## config.mk

```make
export PLATFORM = sky130hd
export DESIGN_NAME = record_substring_scan
export DESIGN_NICKNAME = d
export VERILOG_FILES = /design/src/hdl/rss_pkg.sv /design/src/hdl/record_substring_scan.sv /design/src/hdl/rss_cell.sv
export SDC_FILE = /design/constraint.sdc
export NUM_CORES = 1
export LEC_CHECK = 0
export ABC_AREA = 1
export BUFFER_PORTS_ARGS = -buffer_cell sky130_fd_sc_hd__buf_2
export CAP_MARGIN = 30
export CORE_UTILIZATION = 24
export CTS_CLUSTER_DIAMETER = 40
export DETAILED_ROUTE_END_ITERATION = 7
export SLEW_MARGIN = 10
export SYNTH_ARGS = -nofsm -noshare
export SYNTH_HDL_FRONTEND = slang
export SYNTH_SLANG_ARGS = --single-unit
```

## constraint.sdc

```tcl
create_clock -name clk_i -period 7 [get_ports clk_i]
set_input_delay 1.4 -clock clk_i [delete_from_list [all_inputs] [get_ports clk_i]]
set_output_delay 1.4 -clock clk_i [all_outputs]
set_load 0.005 [all_outputs]
```

## src/hdl/rss_pkg.sv

```systemverilog
// Package for the record substring scan block.
// Holds field widths, configuration register indexes and the cell control struct.
// No dependencies.
`timescale 1ns / 1ps

package rss_pkg;

  localparam int BYTE_W        = 8;
  localparam int FIELD_W       = 24;
  localparam int CFG_DATA_W    = 64;
  localparam int CFG_IDX_W     = 3;
  localparam int QLEN_W        = 6;
  localparam int QUERY_REGS    = 4;
  localparam int BYTES_PER_REG = 8;
  localparam int QUERY_BYTES   = QUERY_REGS * BYTES_PER_REG;

  typedef enum logic [CFG_IDX_W-1:0] {
    CFG_QUERY_0   = 3'd0,
    CFG_QUERY_1   = 3'd1,
    CFG_QUERY_2   = 3'd2,
    CFG_QUERY_3   = 3'd3,
    CFG_QUERY_LEN = 3'd4
  } cfg_reg_e;

  // per-item controls broadcast to every cell, already gated by the input handshake
  typedef struct packed {
    logic start;   // clear vector before the byte
    logic update;  // present byte with a non-empty query
    logic clear;   // end of name, clear after the byte
  } cell_ctrl_t;

endpackage

```

## src/hdl/record_substring_scan.sv

```systemverilog
// Top level of the record substring scan: config registers, cell chain, result register.
// Depends on rss_pkg and rss_cell.
`timescale 1ns / 1ps

// Streams record names one item per clock and reports every record whose name contains
// the configured query (up to QUERY_MAX bytes; an empty query matches every record).
// One item is taken every cycle: the QUERY_MAX match cells compare the byte against their
// query byte and shift the partial-match bit along the chain. A result appears in the
// output register the cycle after its end-of-name item is taken; input stalls only while
// that register holds a result that has not been taken. The slot count restarts on
// scan_start and saturates at 2^INDEX_BITS - 1. Configuration writes take effect from
// the next item.

module record_substring_scan #(
  parameter int QUERY_MAX  = 32,
  parameter int INDEX_BITS = 24
) (
  input  logic                           clk_i,
  input  logic                           rst_ni,
  input  logic                           cfg_we_i,
  input  logic [rss_pkg::CFG_IDX_W-1:0]  cfg_index_i,
  input  logic [rss_pkg::CFG_DATA_W-1:0] cfg_data_i,
  input  logic                           in_valid_i,
  output logic                           in_ready_o,
  input  logic [rss_pkg::BYTE_W-1:0]     name_byte_i,
  input  logic                           byte_present_i,
  input  logic                           end_of_name_i,
  input  logic [rss_pkg::FIELD_W-1:0]    record_index_i,
  input  logic                           scan_start_i,
  output logic                           out_valid_o,
  input  logic                           out_ready_i,
  output logic [rss_pkg::FIELD_W-1:0]    matched_index_o,
  output logic [rss_pkg::FIELD_W-1:0]    match_slot_o
);

  localparam int LEN_BITS = $clog2(QUERY_MAX + 1);
  localparam logic [rss_pkg::FIELD_W-1:0] IDX_MASK =
    rss_pkg::FIELD_W'((64'd1 << INDEX_BITS) - 64'd1);
  localparam logic [INDEX_BITS-1:0] CNT_MAX = '1;

  logic [rss_pkg::CFG_DATA_W-1:0] query_q [rss_pkg::QUERY_REGS];
  logic [rss_pkg::QLEN_W-1:0]     qlen_q;
  logic [LEN_BITS-1:0]            eff_len;

  logic                           found_q;
  logic                           found_d;
  logic                           found_base;
  logic [INDEX_BITS-1:0]          count_q;
  logic [INDEX_BITS-1:0]          count_d;
  logic [INDEX_BITS-1:0]          count_base;

  logic                           out_valid_q;
  logic                           out_valid_d;
  logic [rss_pkg::FIELD_W-1:0]    index_q;
  logic [rss_pkg::FIELD_W-1:0]    index_d;
  logic [rss_pkg::FIELD_W-1:0]    slot_q;
  logic [rss_pkg::FIELD_W-1:0]    slot_d;

  logic                           accept;
  logic                           len_zero;
  logic                           hit_any;
  logic                           emit;
  rss_pkg::cell_ctrl_t            ctrl;

  logic [rss_pkg::BYTE_W-1:0]     qbyte [QUERY_MAX];
  logic [QUERY_MAX:0]             carry;
  logic [QUERY_MAX-1:0]           hits;

  always_ff @(posedge clk_i or negedge rst_ni) begin
    if (!rst_ni) begin
      for (int r = 0; r < rss_pkg::QUERY_REGS; r++) begin
        query_q[r] <= '0;
      end
      qlen_q <= '0;
    end else if (cfg_we_i) begin
      case (cfg_index_i)
        rss_pkg::CFG_QUERY_0:   query_q[0] <= cfg_data_i;
        rss_pkg::CFG_QUERY_1:   query_q[1] <= cfg_data_i;
        rss_pkg::CFG_QUERY_2:   query_q[2] <= cfg_data_i;
        rss_pkg::CFG_QUERY_3:   query_q[3] <= cfg_data_i;
        rss_pkg::CFG_QUERY_LEN: qlen_q     <= cfg_data_i[rss_pkg::QLEN_W-1:0];
        default: ;
      endcase
    end
  end

  assign eff_len  = (32'(qlen_q) > QUERY_MAX) ? LEN_BITS'(QUERY_MAX) : LEN_BITS'(qlen_q);
  assign len_zero = (eff_len == '0);

  assign in_ready_o  = !out_valid_q || out_ready_i;
  assign accept      = in_valid_i && in_ready_o;
  assign ctrl.start  = accept && scan_start_i;
  assign ctrl.update = accept && byte_present_i && !len_zero;
  assign ctrl.clear  = accept && end_of_name_i;

  assign carry[0] = 1'b1;

  for (genvar j = 0; j < QUERY_MAX; j++) begin : g_cell
    if (j < rss_pkg::QUERY_BYTES) begin : g_qb
      localparam int REG = j / rss_pkg::BYTES_PER_REG;
      localparam int OFS = (j % rss_pkg::BYTES_PER_REG) * rss_pkg::BYTE_W;
      assign qbyte[j] = query_q[REG][OFS +: rss_pkg::BYTE_W];
    end else begin : g_zero
      assign qbyte[j] = '0;
    end

    rss_cell #(
      .POS      (j),
      .LEN_BITS (LEN_BITS)
    ) u_cell (
      .clk_i        (clk_i),
      .rst_ni       (rst_ni),
      .ctrl_i       (ctrl),
      .len_i        (eff_len),
      .query_byte_i (qbyte[j]),
      .name_byte_i  (name_byte_i),
      .carry_i      (carry[j]),
      .carry_o      (carry[j+1]),
      .hit_o        (hits[j])
    );
  end

  // last cell's outgoing carry has no neighbor
  logic unused_carry;
  assign unused_carry = carry[QUERY_MAX];

  assign hit_any    = |hits;
  assign found_base = ctrl.start ? 1'b0 : found_q;
  assign count_base = ctrl.start ? '0 : count_q;
  assign emit       = ctrl.clear && (len_zero || found_base || hit_any);

  always_comb begin
    found_d = found_base | hit_any;
    if (ctrl.clear) begin
      found_d = 1'b0;
    end
    count_d = count_base;
    if (emit && (count_base != CNT_MAX)) begin
      count_d = count_base + INDEX_BITS'(1);
    end
    out_valid_d = out_valid_q && !out_ready_i;
    index_d     = index_q;
    slot_d      = slot_q;
    if (emit) begin
      out_valid_d = 1'b1;
      index_d     = record_index_i & IDX_MASK;
      slot_d      = rss_pkg::FIELD_W'(count_base);
    end
  end

  always_ff @(posedge clk_i or negedge rst_ni) begin
    if (!rst_ni) begin
      found_q     <= 1'b0;
      count_q     <= '0;
      out_valid_q <= 1'b0;
    end else begin
      found_q     <= found_d;
      count_q     <= count_d;
      out_valid_q <= out_valid_d;
    end
  end

  always_ff @(posedge clk_i) begin
    index_q <= index_d;
    slot_q  <= slot_d;
  end

  assign out_valid_o     = out_valid_q;
  assign matched_index_o = index_q;
  assign match_slot_o    = slot_q;

endmodule

```

## src/hdl/rss_cell.sv

```systemverilog
// One position of the shift-and match chain: holds one partial-match bit.
// Depends on rss_pkg.
`timescale 1ns / 1ps

module rss_cell #(
  parameter int POS      = 0,
  parameter int LEN_BITS = 6
) (
  input  logic                       clk_i,
  input  logic                       rst_ni,
  input  rss_pkg::cell_ctrl_t        ctrl_i,
  input  logic [LEN_BITS-1:0]        len_i,
  input  logic [rss_pkg::BYTE_W-1:0] query_byte_i,
  input  logic [rss_pkg::BYTE_W-1:0] name_byte_i,
  input  logic                       carry_i,
  output logic                       carry_o,
  output logic                       hit_o
);

  logic bit_q;
  logic bit_d;
  logic base;
  logic active;
  logic is_last;
  logic upd;

  assign active  = 32'(len_i) > POS;
  assign is_last = 32'(len_i) == (POS + 1);
  assign base    = ctrl_i.start ? 1'b0 : bit_q;
  assign upd     = ctrl_i.update ? (carry_i & active & (query_byte_i == name_byte_i)) : base;
  assign bit_d   = ctrl_i.clear ? 1'b0 : upd;

  // neighbor sees the vector as cleared by scan start
  assign carry_o = base;
  assign hit_o   = ctrl_i.update & upd & is_last;

  always_ff @(posedge clk_i or negedge rst_ni) begin
    if (!rst_ni) begin
      bit_q <= 1'b0;
    end else begin
      bit_q <= bit_d;
    end
  end

endmodule

```

==> results of run 1 <==
routing by layer:
layer,routed length (um),part of all wire [%],vias up
li1,-,-,7546
met1,25200,48,7172
met2,23500,45,420
met3,2800,5.3,77
met4,1120,2.1,0
met5,0,0,-
final cells by class:
class	instances	area [um^2]	area share, %
multi-input combinational	1620	7990	35.6
inverter	203	762	3.39
clock buffer	61	1430	6.36
sequential	368	9450	42.1
tap	1040	1300	5.79
clock inverter	42	544	2.42
timing repair buffer	178	981	4.37
report_power, final:
group / internal (uW) / total (uW) / switching [uW]
sequential: 2500 / 2740 / 245
clock: 1720 / 2900 / 1180
combinational: 450 / 1100 / 654
worst register-to-register path: stages (launching register included):
cell	delay, ns
sky130_fd_sc_hd__dfrtp_1	0.56
sky130_fd_sc_hd__inv_2	0.23
sky130_fd_sc_hd__o21ai_4	0.16
sky130_fd_sc_hd__nand3_4	0.11
sky130_fd_sc_hd__nand2_4	0.45
sky130_fd_sc_hd__inv_2	0.44
sky130_fd_sc_hd__nand4_1	0.23
sky130_fd_sc_hd__nand2_1	0.07
sky130_fd_sc_hd__nor2_1	0.12
sky130_fd_sc_hd__nand2_1	0.12
sky130_fd_sc_hd__nor2_2	0.17
sky130_fd_sc_hd__nand3_4	0.31
sky130_fd_sc_hd__nand2_1	0.23
sky130_fd_sc_hd__inv_2	0.12
sky130_fd_sc_hd__buf_12	0.20
stage by stage:
stage	power (uW)	hold slack [ns]
detailed placement	3880	0.473
CTS	6810	0.490
floorplan	3540	0.453
global placement	3860	0.474
global route	7090	0.512
finish	6740	0.490
synth_stat cells, types with 4 or more instances:
cell type	instances	area [um^2]
sky130_fd_sc_hd__dfrtp_1	320	8010
sky130_fd_sc_hd__nor2_1	198	743
sky130_fd_sc_hd__inv_1	195	732
sky130_fd_sc_hd__a21oi_1	6	30.0
sky130_fd_sc_hd__clkbuf_1	69	259
sky130_fd_sc_hd__edfxtp_1	48	1440
sky130_fd_sc_hd__nor3_1	12	60.1
sky130_fd_sc_hd__buf_4	9	67.6
sky130_fd_sc_hd__o21ai_0	304	1520
sky130_fd_sc_hd__nand3_1	40	200
sky130_fd_sc_hd__xor2_1	32	280
sky130_fd_sc_hd__xnor2_1	187	1640
sky130_fd_sc_hd__buf_2	39	195
sky130_fd_sc_hd__nor2_2	4	25.0
sky130_fd_sc_hd__nand2_1	741	2780
sky130_fd_sc_hd__inv_2	6	22.5
sky130_fd_sc_hd__nand4_1	70	438
cells in the final DEF, fill, tap and decap left out, drive strengths merged, types with 2 or more instances in the layout:
cell / synthesis / final
nor3: 14 / 14
clkinv: 2 / 14
a21oi: 6 / 6
buf: 51 / 178
clkinvlp: 0 / 12
clkbuf: 70 / 61
dfrtp: 320 / 320
nand3b: 2 / 2
o21ai: 306 / 306
o21bai: 2 / 2
nor2: 204 / 204
inv: 201 / 214
nand3: 45 / 45
nor4: 3 / 3
edfxtp: 48 / 48
nand2: 745 / 745
xor2: 32 / 32
nand4: 70 / 70
bufinv: 0 / 5
xnor2: 187 / 187
cells by family (layout without fill, tap and decap cells):
logic type      after synthesis  count (layout)
simple gates               1085            1085
xor+xnor                    219             219
buf+inv                     324             484
flops                       368             368
compound gates              315             315
fa+ha+maj                     1               1
state kept, by name, indices dropped and copies added, names as in the netlist:
signal               flops
match_slot_o            24
g_cell.u_cell.bit_q     32
matched_index_o         24
found_q                  1
count_q                 24
qbyte                  256
out_valid_o              1
qlen_q                   6
final timing paths:
check / start / end / slack [ns] / cells past startpoint
setup reg to reg: qlen_q[5]$_DFFE_PN0P_ / match_slot_o[16]$_DFFE_PP_ / 3.23 / 14
hold / removal: qbyte[128]$_DFFE_PN0P_ / qbyte[128]$_DFFE_PN0P_ / 0.49 / 2
max in group asynchronous: rst_ni / g_cell[29].u_cell.bit_q$_DFF_PN0_ / 4.72 / 2
setup / recovery: out_ready_i / count_q[2]$_DFF_PN0_ / 2.73 / 17
hold reg to reg: qbyte[128]$_DFFE_PN0P_ / qbyte[128]$_DFFE_PN0P_ / 0.49 / 2
min in group asynchronous: rst_ni / qbyte[120]$_DFFE_PN0P_ / 0.85 / 1
==> impl_results.rst, run 1 <==
.. list-table::
   :header-rows: 1

   * - Metric
     - Value
   * - Final Core Density
     - around 29%
   * - Xor-xnor portion of the synthesized cell area
     - 10.2%
   * - CP delay by family, top
     - simple AND/OR/NAND/NOR gates
   * - Fillers
     - between 8000 and 9000
   * - Hold/Removal Path Class
     - reg -> reg
   * - Result of the run
     - finished, final reports clean
   * - Number of remaining DRC errors
     - 0
   * - CP endpoint kind
     - flip-flop
   * - Die boundary height
     - around 280 um
   * - Final weighted congestion of routability-driven global placement
     - roughly 0.9
   * - Number of buffers added on ports
     - 156
   * - CTS tree
     - done
   * - Min cycle time layout
     - approximately 4.3 ns
   * - Vias post-DR
     - around 15000
   * - Post-synthesis to final-layout area growth
     - 19.9%
   * - Maximum resistive drop on vdd
     - ~210 uV
   * - Number of distinct standard cells referenced by the synthesized netlist
     - 35
   * - Total of max-cap violations
     - 0
   * - HPWL Detailed
     - approximately 36 mm
   * - Global-route met2 utilization
     - 20.9%
   * - Most used cell, CP
     - sky130_fd_sc_hd__nand2_1
   * - Global-route wire length before repair
     - a little over 80 mm
   * - Die outline area
     - slightly below 80000 um^2
   * - Static Leakage
     - between 0.01 and 0.015 uW
   * - Power density cells
     - between 300 and 400 nW/um^2
   * - Number of nets in the final layout
     - between 2000 and 3000
   * - Post-CTS Setup Inserts
     - 0
   * - Number of flip-flops and latches in the synthesized netlist
     - 368
   * - Post-synthesis mux area share
     - 0%
   * - First-pass iteration count of the detailed router
     - 5
   * - Met3 Track Usage GR
     - 2.25%
   * - Number of instances in the synthesized netlist
     - about 2300
   * - Cell total after placement
     - between 3000 and 4000
   * - Drt initial violations
     - roughly 1300
   * - Data arrival at the endpoint of the critical path
     - ~4.8 ns
   * - Total of warnings raised by yosys
     - 0
   * - Clock tree buffer depth
     - 3
   * - Vias in the first global route
     - about 14000
   * - Cell-by-cell listing of the critical path
     - buf_2 > inv_2 > nand2_2 > nand3_2 > nand2_1 > inv_1 > ha_1 > nand3_1 > nor3_2 > nand2_1 > nor2_2 > nand4_1 > nor2_1 > nand3_2 > nand3_4 > nand2_1 > nand2_1
   * - PnR worst setup slack
     - 2.73 ns
   * - FP Rows
     - around 100
   * - Busiest layer in global routing
     - met2
   * - Pre-CTS setup slack
     - about 1.9 ns
   * - Clock sink count
     - around 370
   * - Worst-case headroom to the max-slew limit
     - between 30% and 40%
   * - Synthesized Nets
     - roughly 2400
   * - Core area
     - between 70000 and 80000 um^2
   * - Global-route track usage on met1
     - about a fifth
   * - Required time worst endpoint
     - 7.54 ns
   * - Total global routing track utilization
     - a little over an eighth
   * - Number of buffers inserted for hold repair after clock tree synthesis
     - 0
   * - Combinational family with the most area after synthesis
     - simple AND/OR/NAND/NOR gates
   * - Inserted Clock Buffers
     - 55
   * - Initial antenna violation count
     - 0
   * - GRT overflow
     - 0
   * - Arithmetic-cell share of the synthesized area counting full adders, half adders and majority gates
     - less than 1%
   * - Routed length per instance
     - between 10 and 15 um
   * - Post_cts resized
     - 0
   * - Number of hold-slack violations in the final timing report
     - 0
   * - Critical Path Max Stage Delay
     - between 0.4 and 0.5 ns
   * - Count of inserted antenna diode cells
     - 0
   * - Final cell count without fillers
     - 3512
   * - Root Buffer Master
     - sky130_fd_sc_hd__clkbuf_16
   * - Critical path buffer and inverter count
     - 3
   * - Final setup violation count
     - 0
   * - Primary flip-flop cell chosen by synthesis mapping
     - sky130_fd_sc_hd__dfrtp_1
   * - Area of the mapped netlist
     - about 19000 um^2
   * - Compound-Gate Fraction of Synth Area
     - about 8.5%
   * - Standard cell area after detailed placement
     - a little over 20000 um^2
   * - Starting density of the core
     - 24.2%
   * - Total negative slack for setup checks
     - 0 ns
   * - Crit path launch type
     - primary input
   * - Area fraction in and, or, nand and nor cells after synthesis
     - a little under a quarter
   * - Slowest cell on the critical path
     - sky130_fd_sc_hd__nand3_2
   * - Final wirelength
     - roughly 53 mm
   * - Seq/Total Area, Yosys
     - 50.4%
   * - Ratio of final minimum period to clock period
     - around 61%
   * - Post-route cell area
     - 22500 um^2
   * - Antenna-violating nets left
     - 0
   * - Pin count of the biggest net entering global routing
     - roughly 140
   * - Highest clock rate
     - between 200 and 250 MHz
   * - Layout Skew
     - roughly 0.075 ns
   * - EDFF count, synth
     - 48
   * - Clock latency at the later pin of the worst-skew pair
     - around 0.64 ns
   * - Setup repair after global routing missed its margin
     - false
   * - Layout cells sized above 1
     - approximately an eighth
   * - Share of flip-flops with an asynchronous set or reset
     - between 80% and 90%
   * - Avg Inst Size Synth
     - 8.10 um^2
   * - Critical-path maximum fanout
     - 30
   * - Maximum level of the CTS H-tree
     - 2
   * - CTS clock-pin slew for the worst setup and hold paths
     - ~0.070 ns
   * - Slew of the pin with the lowest slew margin
     - between 0.9 and 1 ns
   * - Total count of max-transition violations in the final report
     - 0
   * - Start-to-end type of the worst setup path
     - in -> reg
   * - Width of the chip
     - around 280 um
   * - Ports
     - 157
   * - Routed vias/inst
     - around 4.3
Note: power is estimated with default switching activity, not from simulation.
==> inputs of run 2 (changes only) <==
--- a/config.mk
+++ b/config.mk
@@ -5,7 +5,7 @@
 export SDC_FILE = /design/constraint.sdc
 export NUM_CORES = 1
 export LEC_CHECK = 0
-export ABC_AREA = 1
+export ABC_AREA = 0
 export BUFFER_PORTS_ARGS = -buffer_cell sky130_fd_sc_hd__buf_2
 export CAP_MARGIN = 30
 export CORE_UTILIZATION = 24
==> constraint.sdc (replaced) <==
create_clock -name clk_i -period 4.4 [get_ports clk_i]
set_input_delay 0.88 -clock clk_i [delete_from_list [all_inputs] [get_ports clk_i]]
set_output_delay 0.88 -clock clk_i [all_outputs]
set_load 0.005 [all_outputs]
==> run 2 against run 1 <==
Global-route usage grew 1.4 points; wire length increased by 4.4%; die area decreased by 4.0%; core utilization rose by 2.0 points; critical path depth fell by 3; clock skew is 0.022 ns lower; worst hold slack got worse by 0.34 ns; count of clock-buffer cells in the layout increased by 11; largest power group unchanged; critical path type is now reg -> reg; non-clock buffer count increased by 109; power up 69%; register-to-register slack got worse by 2.9 ns; final cell count fell by 22%.
==> impl_results.rst, run 2 <==
.. list-table::
   :header-rows: 1

   * - Metric
     - Value
   * - Result of the run
     - finished, final reports clean
   * - Fillers
     - 7544 (-9.3%)
   * - Seq/Total Area, Yosys
     - 52.5% (+2.1 points)
   * - Number of hold-slack violations in the final timing report
     - 0 (unchanged)
   * - Required time worst endpoint
     - 4.91 ns (-2.63 ns)
   * - GRT overflow
     - 0 (unchanged)
   * - Top post-synthesis cells by area
     - sky130_fd_sc_hd__dfrtp_1 45%, sky130_fd_sc_hd__mux2_2 16%, sky130_fd_sc_hd__xnor2_1 11%
   * - Share of flip-flops with an asynchronous set or reset
     - 87.0% (unchanged)
   * - Most common cell in the synthesized netlist
     - sky130_fd_sc_hd__dfrtp_1
   * - First-pass iteration count of the detailed router
     - 5 (unchanged)
   * - Flip-flop count of the largest register after layout
     - 256 (unchanged)
   * - Clock tree buffer depth
     - 3 (unchanged)
   * - Layout cells sized above 1
     - 37.8% (+25 points)
   * - Worst-case headroom to the max-slew limit
     - 40.0% (+2.1 points)
   * - Post-synthesis to final-layout area growth
     - 28.3%
   * - Total count of max-transition violations in the final report
     - 0 (unchanged)
   * - Clock latency at the later pin of the worst-skew pair
     - 0.64 ns (about the same)
   * - Routed length on met2
     - 25.5 mm (+8.7%)
   * - CP endpoint kind
     - flip-flop
   * - Power density cells
     - 494 nW/um^2 (+65%)
   * - Number of distinct standard cells referenced by the synthesized netlist
     - 68 (+94%)
   * - Final setup violation count
     - 0 (unchanged)
   * - EDFF count, synth
     - 48 (unchanged)
   * - Number of instances in the synthesized netlist
     - 1464 (-37%)
   * - Avg Inst Size Synth
     - 12.3 um^2 (+52%)
   * - Global-route wire length before repair
     - 84.6 mm (+2.6%)
   * - Critical-path maximum fanout
     - 17 (-43%)
   * - Drt initial violations
     - 742 (-43%)
   * - Starting density of the core
     - 24.2% (about the same)
   * - Leading post-synthesis cells by instance count
     - 320 x sky130_fd_sc_hd__dfrtp_1, 263 x sky130_fd_sc_hd__mux2_2, 220 x sky130_fd_sc_hd__xnor2_1
   * - Biggest area consumer among synthesized cells
     - sky130_fd_sc_hd__dfrtp_1
   * - Width of the chip
     - 276 um (-2.0%)
   * - Cell-by-cell listing of the critical path
     - nor2_1 > a211o_1 > buf_12 > buf_4 > a22oi_1 > a211oi_1 > a2111oi_1 > buf_4 > nand4_1 > buf_4 > a221oi_4 > buf_4 > nor2_2 > mux2_2
   * - Ratio of final minimum period to clock period
     - ~92%
   * - Total negative slack for setup checks
     - 0 ns (unchanged)
   * - Critical path buffer and inverter count
     - 5 (+2)
   * - Static Leakage
     - 0.00930 uW (-12%)
   * - Maximum level of the CTS H-tree
     - 2 (unchanged)
   * - Final weighted congestion of routability-driven global placement
     - 0.939 (+4.3%)
   * - Routed vias/inst
     - 4.62 (+6.7%)
   * - Length of routed met3 wiring
     - 3.23 mm (+15%)
   * - Layout Skew
     - 0.0533 ns (-0.0220 ns)
   * - Portion of synthesized cell area occupied by the leading cell type
     - 44.5% (+1.8 points)
   * - Number of remaining DRC errors
     - 0 (unchanged)
   * - Slack of the worst reg-to-reg path
     - 0.35 ns (-2.88 ns)
   * - FP Rows
     - 100 (-2.0%)
   * - CP delay by family, top
     - compound AO/OA/AOI/OAI gates
   * - HPWL Detailed
     - 40.1 mm (+12%)
   * - Slew of the pin with the lowest slew margin
     - 0.897 ns (-0.0342 ns)
   * - Total of warnings raised by yosys
     - 0 (unchanged)
   * - Count of inserted antenna diode cells
     - 0 (unchanged)
   * - Number of flip-flops and latches in the synthesized netlist
     - 368 (unchanged)
   * - Hold/Removal Path Class
     - in -> async
   * - Post-CTS Setup Inserts
     - 0 (unchanged)
   * - Min cycle time layout
     - roughly 4 ns
   * - Die boundary height
     - 276 um (-2.0%)
   * - Leading cell type in the layout, fill and taps excluded
     - sky130_fd_sc_hd__dfrtp_1
   * - Most used cell, CP
     - sky130_fd_sc_hd__buf_4
   * - Clock sink count
     - 368 (unchanged)
   * - Data arrival at the endpoint of the critical path
     - 4.56 ns (-0.26 ns)
   * - Critical Path Max Stage Delay
     - 0.71 ns (+0.22 ns)
   * - Initial antenna violation count
     - 6 (+6)
   * - Die outline area
     - 76100 um^2 (-4.0%)
   * - Core area
     - 74300 um^2 (-3.9%)
   * - Crit path launch type
     - flip-flop
   * - Number of buffers added on ports
     - 156 (unchanged)
   * - Uppermost routed layer
     - met5
   * - Final wirelength
     - 54.9 mm (+4.4%)
   * - Power after layout
     - 11400 uW (+69%)
   * - Setup repair after global routing missed its margin
     - false
   * - Start-to-end type of the worst setup path
     - reg -> reg
   * - Antenna-violating nets left
     - 0 (unchanged)
   * - Met1 wire length
     - 24.5 mm (-2.7%)
   * - Pin count of the biggest net entering global routing
     - 104 (-24%)
   * - Top library cells by usage in the layout, fill and taps aside
     - 320 x sky130_fd_sc_hd__dfrtp_1, 263 x sky130_fd_sc_hd__mux2_2, 220 x sky130_fd_sc_hd__xnor2_1
   * - Primary flip-flop cell chosen by synthesis mapping
     - sky130_fd_sc_hd__dfrtp_1
   * - Synthesized Nets
     - 1572 (-35%)
   * - Ports
     - 157 (unchanged)
   * - Root Buffer Master
     - sky130_fd_sc_hd__clkbuf_16
   * - Highest clock rate
     - ~250 MHz
   * - Area of the mapped netlist
     - 18000 um^2 (-4.0%)
   * - Total of max-cap violations
     - 0 (unchanged)
   * - Inserted Clock Buffers
     - 60 (+9.1%)
   * - Total global routing track utilization
     - 14.6% (+1.4 points)
   * - Vias in the first global route
     - 13500 (-5.9%)
   * - Maximum resistive drop on vdd
     - 359 uV (+72%)
   * - Final Core Density
     - 31.1% (+2.0 points)
   * - Vias post-DR
     - 12600 (-17%)
   * - Slowest cell on the critical path
     - sky130_fd_sc_hd__dfrtp_1
   * - CTS tree
     - done
   * - Number of nets in the final layout
     - 1823 (-28%)
   * - Number of buffers inserted for hold repair after clock tree synthesis
     - 0 (unchanged)
   * - CTS clock-pin slew for the worst setup and hold paths
     - 0.06 ns (about the same)
   * - Routed length per instance
     - 20.1 um (+34%)
   * - Post_cts resized
     - 0 (unchanged)
[run 2: cell count changes after synthesis, moves of 20 or more]
cell	delta
sky130_fd_sc_hd__a21oi_1	+21
sky130_fd_sc_hd__and2_1	+31
sky130_fd_sc_hd__clkbuf_1	-20
sky130_fd_sc_hd__inv_1	-185
sky130_fd_sc_hd__mux2_2	+263
sky130_fd_sc_hd__nand2_1	-691
sky130_fd_sc_hd__nand4_1	-22
sky130_fd_sc_hd__nor2_1	-152
sky130_fd_sc_hd__nor4_1	+35
sky130_fd_sc_hd__o21ai_0	-293
sky130_fd_sc_hd__xnor2_1	+33
sky130_fd_sc_hd__xor2_1	+24
[run 2: final cells by class]
class                   instances  area [um^2]  share of cell area (%)
multi-input cells             988         8090                    35.1
clock inverters                40          574                    2.49
flip-flops and latches        368         9450                    40.9
repair buffers                287         2120                    9.20
well taps                     969         1210                    5.25
inverters                      10         37.5                   0.163
clock buffers                  72         1600                    6.92
[run 2: final timing paths]
| kind | cells past startpoint | end | from |
|---|---|---|---|
| worst max register to register | 14 | count_q[1]$_DFF_PN0_ | qlen_q[2]$_DFFE_PN0P_ |
| worst min register to register | 1 | count_q[3]$_DFF_PN0_ | count_q[3]$_DFF_PN0_ |
| min in group clk_i | 1 | matched_index_o[19]$_DFFE_PP_ | record_index_i[19] |
| worst max-delay path | 14 | count_q[1]$_DFF_PN0_ | qlen_q[2]$_DFFE_PN0P_ |
| max in group asynchronous | 2 | qbyte[244]$_DFFE_PN0P_ | rst_ni |
| worst min-delay path | 1 | count_q[5]$_DFF_PN0_ | rst_ni |
[run 2: stage by stage]
step	worst slack, ns	std cells	hold WS, ns	area (um^2)
6_report	0.353	2734	0.146	23100
5_1_grt	0.184	2734	0.164	23100
4_1_cts	0.416	2733	0.146	23100
3_5_place_dp	0.113	2621	0.490	20900
3_3_place_gp	-0.0964	2618	0.472	20800
2_1_floorplan	0.0599	1464	0.448	18000
[run 2: kinds of logic (layout without fill, tap and decap cells)]
kind of cell | count (synthesis) | count (layout) | synth area share (%)
AOI/OAI and AO/OA | 108 | 108 | 4.40
adders and majority gates | 1 | 1 | 0.0695
buffers and inverters | 108 | 409 | 2.76
and+or+nand+nor | 336 | 336 | 10.1
DFF | 368 | 368 | 52.5
muxes | 267 | 267 | 16.7
xor gates and xnor gates | 276 | 276 | 13.4
[run 2: per-layer routing]
metal / global-route usage [%] / up-vias
li1: - / 5743
met1: 19.3 / 6370
met2: 23.7 / 401
met3: 2.98 / 115
met4: 5.05 / 10
met5: 0 / -
[run 2: power breakdown]
group / internal [uW] / total (uW) / switching (uW) / leakage, uW
registers: 4000 / 4400 / 408 / 0.00442
clock network: 3210 / 4990 / 1780 / 0.00105
logic: 1060 / 2020 / 960 / 0.00383
